[config.mk]
export PLATFORM = sky130hd
export DESIGN_NAME = debounced_long_press_standby_arm
export DESIGN_NICKNAME = d
export VERILOG_FILES = /design/src/rtl/dlpsa_pkg.sv /design/src/rtl/dlpsa_cfg.sv /design/src/rtl/dlpsa_core.sv /design/src/rtl/debounced_long_press_standby_arm.sv
export SDC_FILE = /design/constraint.sdc
export NUM_CORES = 1
export LEC_CHECK = 0
export BUFFER_PORTS_ARGS = -buffer_cell sky130_fd_sc_hd__buf_4
export CORE_MARGIN = 3
export CORE_UTILIZATION = 25
export DETAILED_ROUTE_END_ITERATION = 10
export GPL_ROUTABILITY_DRIVEN = 0
export GPL_TIMING_DRIVEN = 0
export HOLD_SLACK_MARGIN = 0.15
export SLEW_MARGIN = 20
export SYNTH_ARGS = -nofsm -noshare
export SYNTH_HDL_FRONTEND = slang
export SYNTH_SLANG_ARGS = --single-unit
[constraint.sdc]
create_clock -name clk -period 5.5 [get_ports clk]
set_input_delay 1.1 -clock clk [delete_from_list [all_inputs] [get_ports clk]]
set_output_delay 1.1 -clock clk [all_outputs]
set_load 0.01 [all_outputs]
[src/rtl/dlpsa_pkg.sv]
// ----------------------------------------------------------------------------
// dlpsa_pkg
// Shared types and constants for the debounced long-press standby arm block.
// ----------------------------------------------------------------------------
`default_nettype none

package dlpsa_pkg;

    // configuration register indexes
    localparam logic [7:0] CFG_DEBOUNCE = 8'd0;
    localparam logic [7:0] CFG_HOLD     = 8'd1;
    localparam logic [7:0] CFG_STARTUP  = 8'd2;
    localparam logic [7:0] CFG_BUZZER   = 8'd3;

    // configuration reset values
    localparam logic [15:0] DEBOUNCE_RST = 16'd10;
    localparam logic [15:0] HOLD_RST     = 16'd100;
    localparam logic [15:0] STARTUP_RST  = 16'd400;
    localparam logic [15:0] BUZZER_RST   = 16'd172;

    // mode codes seen on the result channel
    localparam logic [1:0] MODE_IDLE  = 2'd0;
    localparam logic [1:0] MODE_HOLD  = 2'd1;
    localparam logic [1:0] MODE_ARMED = 2'd2;

    // one-hot sequencer state
    typedef enum logic [2:0] {
        SEQ_IDLE  = 3'b001,
        SEQ_HOLD  = 3'b010,
        SEQ_ARMED = 3'b100
    } seq_state_t;

    // configuration register bank contents
    typedef struct packed {
        logic [15:0] debounce_ticks;
        logic [15:0] hold_ticks;
        logic [15:0] startup_ticks;
        logic [15:0] buzzer_ticks;
    } cfg_t;

    // one result item
    typedef struct packed {
        logic       stable_level;
        logic [1:0] mode;
        logic       motor_sleep_pulse;
        logic       standby_request;
        logic       off_enabled;
    } result_t;

endpackage

`default_nettype wire

[src/rtl/dlpsa_cfg.sv]
// ----------------------------------------------------------------------------
// dlpsa_cfg
// Configuration register bank, written through a valid/ready channel.
// ----------------------------------------------------------------------------
`default_nettype none

module dlpsa_cfg (
    input  wire logic           clk,
    input  wire logic           rst_n,
    input  wire logic           cfg_valid,
    output logic                cfg_ready,
    input  wire logic [7:0]     cfg_index,
    input  wire logic [15:0]    cfg_data,
    output dlpsa_pkg::cfg_t     cfg
);

    dlpsa_pkg::cfg_t cfg_reg;
    dlpsa_pkg::cfg_t cfg_next;

    // writes are always taken
    assign cfg_ready = 1'b1;

    // decode a write transfer
    always_comb
    begin
        cfg_next = cfg_reg;
        if (cfg_valid)
        begin
            case (cfg_index)
                dlpsa_pkg::CFG_DEBOUNCE: cfg_next.debounce_ticks = cfg_data;
                dlpsa_pkg::CFG_HOLD:     cfg_next.hold_ticks     = cfg_data;
                dlpsa_pkg::CFG_STARTUP:  cfg_next.startup_ticks  = cfg_data;
                dlpsa_pkg::CFG_BUZZER:   cfg_next.buzzer_ticks   = cfg_data;
                default:                 cfg_next = cfg_reg;
            endcase
        end
    end

    // register bank
    always_ff @(posedge clk or negedge rst_n)
    begin
        if (!rst_n)
        begin
            cfg_reg.debounce_ticks <= dlpsa_pkg::DEBOUNCE_RST;
            cfg_reg.hold_ticks     <= dlpsa_pkg::HOLD_RST;
            cfg_reg.startup_ticks  <= dlpsa_pkg::STARTUP_RST;
            cfg_reg.buzzer_ticks   <= dlpsa_pkg::BUZZER_RST;
        end
        else
        begin
            cfg_reg <= cfg_next;
        end
    end

    assign cfg = cfg_reg;

endmodule

`default_nettype wire

[src/rtl/dlpsa_core.sv]
// ----------------------------------------------------------------------------
// dlpsa_core
// Per-tick state update: startup timer, debouncer, hold counter, sequencer.
// ----------------------------------------------------------------------------
`default_nettype none

module dlpsa_core #(
    parameter int COUNT_BITS = 16
) (
    input  wire logic           clk,
    input  wire logic           rst_n,
    input  wire logic           step,
    input  wire logic           raw,
    input  wire dlpsa_pkg::cfg_t cfg,
    output dlpsa_pkg::result_t  res
);

    // compare width covers both the counters and the 16-bit registers
    localparam int CW = (COUNT_BITS > 16) ? COUNT_BITS : 16;
    localparam logic [COUNT_BITS-1:0] CNT_MAX = {COUNT_BITS{1'b1}};
    localparam logic [COUNT_BITS-1:0] CNT_ONE = COUNT_BITS'(1);

    logic                  last_raw_reg, last_raw_next;
    logic [COUNT_BITS-1:0] same_count_reg, same_count_next;
    logic                  debounced_reg, debounced_next;
    logic [COUNT_BITS-1:0] startup_count_reg, startup_count_next;
    logic                  enabled_reg, enabled_next;
    logic [COUNT_BITS-1:0] hold_count_reg, hold_count_next;
    logic [COUNT_BITS-1:0] wait_count_reg, wait_count_next;
    dlpsa_pkg::seq_state_t state_reg, state_next;
    logic                  pulse;
    logic [CW-1:0]         buzzer_ext;

    assign buzzer_ext = CW'(cfg.buzzer_ticks);

    // next state for one tick
    always_comb
    begin
        pulse = 1'b0;

        // startup timer, enable latches once set
        startup_count_next = (startup_count_reg == CNT_MAX) ? CNT_MAX
                                                            : startup_count_reg + CNT_ONE;
        enabled_next = enabled_reg
                     | (CW'(startup_count_next) > CW'(cfg.startup_ticks));

        // debouncer on both edges
        last_raw_next = raw;
        if (raw == last_raw_reg)
        begin
            same_count_next = (same_count_reg == CNT_MAX) ? CNT_MAX
                                                          : same_count_reg + CNT_ONE;
        end
        else
        begin
            same_count_next = '0;
        end
        debounced_next = (CW'(same_count_next) == CW'(cfg.debounce_ticks)) ? raw
                                                                            : debounced_reg;

        // standby sequencer
        state_next      = state_reg;
        hold_count_next = hold_count_reg;
        wait_count_next = wait_count_reg;
        case (state_reg)
            dlpsa_pkg::SEQ_IDLE:
            begin
                if (enabled_next)
                begin
                    if (debounced_next)
                    begin
                        hold_count_next = (hold_count_reg == CNT_MAX) ? CNT_MAX
                                                                      : hold_count_reg + CNT_ONE;
                        if (CW'(hold_count_next) >= CW'(cfg.hold_ticks))
                        begin
                            state_next      = dlpsa_pkg::SEQ_HOLD;
                            wait_count_next = buzzer_ext[COUNT_BITS-1:0];
                            pulse           = 1'b1;
                        end
                    end
                    else
                    begin
                        hold_count_next = '0;
                    end
                end
            end
            dlpsa_pkg::SEQ_HOLD:
            begin
                wait_count_next = wait_count_reg - CNT_ONE;
                if (wait_count_next == '0)
                begin
                    state_next = dlpsa_pkg::SEQ_ARMED;
                end
            end
            default:
            begin
                state_next = state_reg;
            end
        endcase
    end

    // state registers advance once per transfer into the result stage
    always_ff @(posedge clk or negedge rst_n)
    begin
        if (!rst_n)
        begin
            last_raw_reg      <= 1'b0;
            same_count_reg    <= '0;
            debounced_reg     <= 1'b0;
            startup_count_reg <= '0;
            enabled_reg       <= 1'b0;
            hold_count_reg    <= '0;
            wait_count_reg    <= '0;
            state_reg         <= dlpsa_pkg::SEQ_IDLE;
        end
        else if (step)
        begin
            last_raw_reg      <= last_raw_next;
            same_count_reg    <= same_count_next;
            debounced_reg     <= debounced_next;
            startup_count_reg <= startup_count_next;
            enabled_reg       <= enabled_next;
            hold_count_reg    <= hold_count_next;
            wait_count_reg    <= wait_count_next;
            state_reg         <= state_next;
        end
    end

    // result fields from the updated state
    always_comb
    begin
        res.stable_level      = debounced_next;
        res.motor_sleep_pulse = pulse;
        res.off_enabled       = enabled_next;
        res.standby_request   = (state_next == dlpsa_pkg::SEQ_ARMED);
        case (state_next)
            dlpsa_pkg::SEQ_IDLE:  res.mode = dlpsa_pkg::MODE_IDLE;
            dlpsa_pkg::SEQ_HOLD:  res.mode = dlpsa_pkg::MODE_HOLD;
            dlpsa_pkg::SEQ_ARMED: res.mode = dlpsa_pkg::MODE_ARMED;
            default:              res.mode = dlpsa_pkg::MODE_IDLE;
        endcase
    end

endmodule

`default_nettype wire

[src/rtl/debounced_long_press_standby_arm.sv]
// ----------------------------------------------------------------------------
// debounced_long_press_standby_arm
// Button debouncer with long-press detection that arms a standby request.
// ----------------------------------------------------------------------------
// One raw button sample is taken per transfer and one result comes back per
// sample, in order. The block sustains one sample per clock while the result
// side is not stalled: a sample is captured in the input register, the counter
// update in the core computes the new state combinationally, and the result is
// held in the output register until taken. With the result side stalled, the
// input register still takes one more sample before in_ready drops.
// Configuration writes are taken every cycle and take effect from the next
// processed sample; write them only while idle.
`default_nettype none

module debounced_long_press_standby_arm #(
    parameter int COUNT_BITS = 16
) (
    input  wire logic        clk,
    input  wire logic        rst_n,
    // sample channel
    input  wire logic        in_valid,
    output logic             in_ready,
    input  wire logic        pressed,
    // result channel
    output logic             out_valid,
    input  wire logic        out_ready,
    output logic             stable_level,
    output logic [1:0]       mode,
    output logic             motor_sleep_pulse,
    output logic             standby_request,
    output logic             off_enabled,
    // configuration write channel
    input  wire logic        cfg_valid,
    output logic             cfg_ready,
    input  wire logic [7:0]  cfg_index,
    input  wire logic [15:0] cfg_data
);

    dlpsa_pkg::cfg_t    cfg;
    dlpsa_pkg::result_t res;
    dlpsa_pkg::result_t res_reg;
    logic               in_valid_reg;
    logic               raw_reg;
    logic               out_valid_reg;
    logic               step;

    // register bank
    dlpsa_cfg u_cfg (
        .clk       (clk),
        .rst_n     (rst_n),
        .cfg_valid (cfg_valid),
        .cfg_ready (cfg_ready),
        .cfg_index (cfg_index),
        .cfg_data  (cfg_data),
        .cfg       (cfg)
    );

    // pipeline flow control
    assign step     = in_valid_reg && (!out_valid_reg || out_ready);
    assign in_ready = !in_valid_reg || step;

    // input register
    always_ff @(posedge clk or negedge rst_n)
    begin
        if (!rst_n)
        begin
            in_valid_reg <= 1'b0;
        end
        else if (in_ready)
        begin
            in_valid_reg <= in_valid;
        end
    end

    always_ff @(posedge clk)
    begin
        if (in_valid && in_ready)
        begin
            raw_reg <= pressed;
        end
    end

    // state update
    dlpsa_core #(
        .COUNT_BITS (COUNT_BITS)
    ) u_core (
        .clk   (clk),
        .rst_n (rst_n),
        .step  (step),
        .raw   (raw_reg),
        .cfg   (cfg),
        .res   (res)
    );

    // result register
    always_ff @(posedge clk or negedge rst_n)
    begin
        if (!rst_n)
        begin
            out_valid_reg <= 1'b0;
        end
        else if (step)
        begin
            out_valid_reg <= 1'b1;
        end
        else if (out_ready)
        begin
            out_valid_reg <= 1'b0;
        end
    end

    always_ff @(posedge clk)
    begin
        if (step)
        begin
            res_reg <= res;
        end
    end

    assign out_valid         = out_valid_reg;
    assign stable_level      = res_reg.stable_level;
    assign mode              = res_reg.mode;
    assign motor_sleep_pulse = res_reg.motor_sleep_pulse;
    assign standby_request   = res_reg.standby_request;
    assign off_enabled       = res_reg.off_enabled;

    // the pulse only comes with the move into the buzzer wait
    a_pulse_mode: assert property (@(posedge clk) disable iff (!rst_n)
        (out_valid && motor_sleep_pulse) |-> (mode == dlpsa_pkg::MODE_HOLD))
        else $error("motor sleep pulse outside buzzer wait");

    // standby request tracks the armed mode
    a_standby_mode: assert property (@(posedge clk) disable iff (!rst_n)
        out_valid |-> (standby_request == (mode == dlpsa_pkg::MODE_ARMED)))
        else $error("standby request does not match mode");

    // input stalls only behind a stalled result
    a_stall_cause: assert property (@(posedge clk) disable iff (!rst_n)
        !in_ready |-> (out_valid && !out_ready))
        else $error("input stalled without result backpressure");

    // a power-off enable never drops between consecutive results
    a_enable_sticky: assert property (@(posedge clk) disable iff (!rst_n)
        (step && res_reg.off_enabled && out_valid) |=> res_reg.off_enabled)
        else $error("off enable cleared");

endmodule

`default_nettype wire

* After elaboration in Yosys (flattened, before gate mapping) *
Index checks and enable logic that the tools add are counted.

cells by class
  $add $sub $neg = 4
  magnitude comparators = 2
  equal/unequal tests = 15
  multiplexer cells = 19
  bitwise operators = 1
  reductions and logical operators = 17

operator list
  cell                     number
  $mux W16                 8
  $add A16 B1 Y16 const B  3
  $eq A16 B16 Y1 const B   3
  $pmux W16 S2             1
  $eq A16 B16 Y1           1
  $eq A8 B2 Y1 const B     2
  $ge A16 B16 Y1           1
  $gt A16 B16 Y1           1
  $logic_not A16 Y1        1
  $sub A16 B1 Y16 const B  1
  $mux W3                  4
  $eq A8 B1 Y1 const B     1
  $logic_not A8 Y1         1
  $reduce_and A2 Y1        4
  $eq A3 B2 Y1 const B     2
  $ne A2 B1 Y1 const B     3
  $pmux W3 S2              1
  $reduce_and A3 Y1        2
  $reduce_and A5 Y1        1
  $mux W1                  4
  $pmux W2 S2              1
  $reduce_bool A2 Y1       2
  $eq A3 B1 Y1 const B     1
  $eq A3 B3 Y1 const B     1
  other kinds (5)          8

word-level totals
  bits in registers = 143
  input port bits = 30
  output and inout port bits = 9
  word-level logic and storage cells = 78

* Logic depth before layout (Yosys ltp) *
  word-level depth = 10
  depth in mapped cells = 26
  gate-level depth less buffers = 20

* Cells and area by module *
From an unflattened synthesis, not the netlist that was laid out.

unflattened totals
  cells, all modules = 905
  area total of the unflattened synthesis = 8803.4 sq um

by module, submodules not included
  module                            times used  cells an instance  area each (sq um)  seq. area each (sq um)
  dlpsa_core                        1           748                5988.2             1752.9
  dlpsa_cfg                         1           142                2501.1             1616.6
  debounced_long_press_standby_arm  1           15                 314.1              260.2

* Worst setup path before layout *
Ideal clock, no wire load.

  kind = flip-flop to flip-flop
  from = reg u_core.startup_count_reg[0]
  to = reg u_core.wait_count_reg[14]
  library setup time = 125 ps
  arrival = 4624 ps
  data required time = 5375 ps
  path slack = 751 ps
  cell stages (with the launch flop) = 27
  period minus slack after synthesis = 4749 ps
  path through = dfrtp_1 > ha_1 > and3_1 > nand3_1 > nor2_1 > and3_1 > clkbuf_1 > nand2_1 > nor2_1 > nand4_1 > clkbuf_1 > buf_1 > nand2_1 > ha_1 > a21oi_1 > nor2_1 > a211oi_1 > o21ai_0 > a2bb2oi_1 > or3_1 > clkbuf_1 > and3_1 > a211o_1 > buf_6 > buf_2 > a41oi_1 > a21oi_1

RTL lines
  item                    line               RTL
  from (decl)             dlpsa_core.sv:26   logic [COUNT_BITS-1:0] startup_count_reg, startup_count_next;
  from (signal assigned)  dlpsa_core.sv:121  startup_count_reg <= startup_count_next;
  to (signal assigned)    dlpsa_core.sv:124  wait_count_reg <= wait_count_next;
  to (decl)               dlpsa_core.sv:29   logic [COUNT_BITS-1:0] wait_count_reg, wait_count_next;

==> reports/qor.csv <==
metric,value,unit
cts_tree,built,
dpl_cell_area,0.009408,mm²
cts.sinks,143,
critical_path_buf_inv_count,4,
synth.avg_cell_area,9.627,µm²
skew,0.01314,ns
critPathKind,reg -> reg,
whs,0.4889,ns
die_area,0.03637,mm²
status,finished clean,
hpwl,16.39,mm
cts_buffers,17,
core,0.03362,mm²
ir_drop,0.2401,mV
drt_iter0_markers,494,
finalHoldViolations,0,
synth_edf_count,7,
ys_warn_count,0,
hold_path.class,reg -> reg,
cts.clk_slew.worst_paths,0.06,ns
slew_headroom,34.14,%
vias,6931,
final_common_cell,dfrtp_1,
ys.flop_type,dfrtp_1,
fin_area,0.01005,mm²
ant_nets,0,
synth_top_area_cell,dfrtp_1,
layout.nets,1008,
n_antenna_cell,0,
crit_top_cell,a21oi_1,
syn_nets,953,
postSynthCellCount,886,
antenna_found_initial,0,
p_leak,0.004454,µW
path_max_fanout,19,
grt-ovfl-total,0,
io_buffers,37,
synth_seq_area_share,42.56,%
critical_path_required,5.81,ns
grt_pass1_vias,6625,
drt-wirelength-per-cell,16.27,µm
io_pins,39,
synth-seq-cells,143,
crit_path_start_kind,flop,
initial_utilization,25.37,%
fin_setup_tns,0,ns
setup_viol,0,
die_y,190.7,µm
holdPathStages,1,
cts-htree-levels,4,
worst_r2r_path_depth,23,
cpPeakStageDelay,0.41,ns
period_minus_slack,5.121,ns
grt_pass1_wl,35.62,mm
clockBufferDepth,2,
rsz0062_at_grt,false,
synth-async-reset-ratio,95.10,%
endpoint_kind,flop,
critPathTopFamily,simple AND/OR/NAND/NOR gates,
r2r_setup_slack,0.38,ns
worst-path-stages,23,
worst_path_max_delay_cell,dfrtp_1,
insertion_delay,0.43,ns
worstPathCellList,"ha_1, and3_1, nand3_1, nor2_2, and3_2, nand2_1, nor2_2, nand4_1, buf_4, o21ai_0, ha_1, a21o_1, a21o_1, a21oi_1, a21oi_1, or3_1, clkbuf_1, and3_1, a211o_1, buf_6, buf_2, a41oi_1, a21oi_1",
rows,67,
drv_slew,0,
dr.pass1.iters,5,
grtUsageTotal,12.47,%
synth.top_cell.area_share,36.09,%
tightest_slew,0.9879,ns
final_util,29.91,%
netlist_top_cells_area,"dfrtp_1 (36%), mux2_2 (9.1%), ha_1 (5.4%)",
finalWirelength,22.82,mm
period_share,93.12,%
die_w,190.7,µm
p_per_area,314.4,mW/mm²
synth_area,0.008529,mm²
clockRootBuffer,clkbuf_16,
via_per_inst,4.944,
crit_arrival,5.43,ns
drc,0,
cap_violations,0,
power.total,3161,µW
grt_max_degree,98,
layout-drive-gt1-share,19.50,%
largest_reg_flops,64,
layout_common_cells,"dfrtp_1 (123), nand2_1 (78), a21oi_1 (73), mux2_2 (69), o21ai_0 (47)",
synth_cell_type_count,73,
fmax,195.3,MHz
fillCellCount,3464,
syn_to_final_growth,17.88,%
-- final cells by class --
type | count | area, µm² | area share (%)
multi-input combinational | 651 | 4531 | 45.06
sequential | 143 | 3630 | 36.10
tap | 448 | 560.5 | 5.575
clock buffer | 22 | 485.5 | 4.828
timing repair buffer | 38 | 312.8 | 3.111
buffer | 46 | 211.5 | 2.103
inverter | 44 | 165.2 | 1.643
clock inverter | 10 | 158.9 | 1.580
-- metal layers --
metal,vias to the layer above,track usage (%),share of wire [%]
met3,28,2.279,3.5
met4,0,4.714,1.9
li1,3351,-,-
met5,-,0,0
met2,155,20.76,48
met1,3397,16.13,46
-- repair_timing --
action	4_1_cts	5_1_grt
resized for setup	2	5
pin swaps	0	1
buffers inserted	0	0
setup endpoints to repair	11	31
hold buffers	0	0
-- stage by stage --
| stage | worst slack [ns] | instances |
|---|---|---|
| after detailed placement | -0.1360 | 1372 |
| after floorplan | 0.7507 | 886 |
| after global routing | 0.02404 | 1402 |
| after CTS | 0.02398 | 1403 |
| final | 0.3786 | 1402 |
| after global placement | -0.1270 | 1371 |
-- path summary, 6_finish.rpt --
path | start | end
worst max register to register | u_core.startup_count_reg[0] | u_core.wait_count_reg[14]
worst min register to register | u_core.wait_count_reg[15] | u_core.wait_count_reg[15]
worst max-delay path | u_core.startup_count_reg[0] | u_core.wait_count_reg[14]
min in group asynchronous | rst_n | u_core.wait_count_reg[7]
worst min-delay path | u_core.wait_count_reg[15] | u_core.wait_count_reg[15]
max in group asynchronous | rst_n | u_cfg.cfg[24]
-- worst register-to-register path: stages, from the launching register on --
cell      delay (ns)
dfrtp_1         0.41
ha_1            0.23
and3_1          0.24
nand3_1         0.19
nor2_2          0.20
and3_2          0.26
nand2_1         0.08
nor2_2          0.15
nand4_1         0.20
buf_4           0.27
o21ai_0         0.16
ha_1            0.31
a21o_1          0.16
a21o_1          0.17
a21oi_1         0.16
a21oi_1         0.11
or3_1           0.34
clkbuf_1        0.19
and3_1          0.22
a211o_1         0.30
buf_6           0.15
buf_2           0.20
a41oi_1         0.25
a21oi_1         0.06
-- Yosys cell counts (7+ instances only) --
cell type,n
xor2_1,10
inv_1,44
a22o_1,13
xnor2_1,20
buf_2,9
o31ai_1,7
ha_1,37
nor3_1,10
nor2b_1,8
nand4_1,20
a31oi_1,21
nor4_1,10
a21oi_1,73
nand3_1,23
nand2b_1,17
dfstp_2,13
dfrtp_1,123
nor2_1,46
a21o_1,13
mux2_2,69
and2_1,7
edfxtp_1,7
a211oi_1,8
nand2_1,78
and3_1,18
clkbuf_1,30
o21ai_0,47
-- where the power goes --
part           leakage [µW]  switching (µW)  total, µW  internal [µW]
registers           0.00184             109       1280           1170
logic               0.00230             350        617            267
clock network      0.000311             460       1270            809
-- cell families (layout without fill, tap and decap cells) --
family / Yosys count / after routing / synth area share (%)
compound gates: 233 / 233 / 17.34
simple gates: 276 / 276 / 17.32
fa+ha+maj: 37 / 37 / 5.428
other cells: 1 / 1 / 0.04397
xor+xnor: 31 / 31 / 3.271
mux: 73 / 73 / 9.579
buf+inv: 92 / 160 / 4.459
flops: 143 / 143 / 42.56
(Power assumes the default switching activity.)
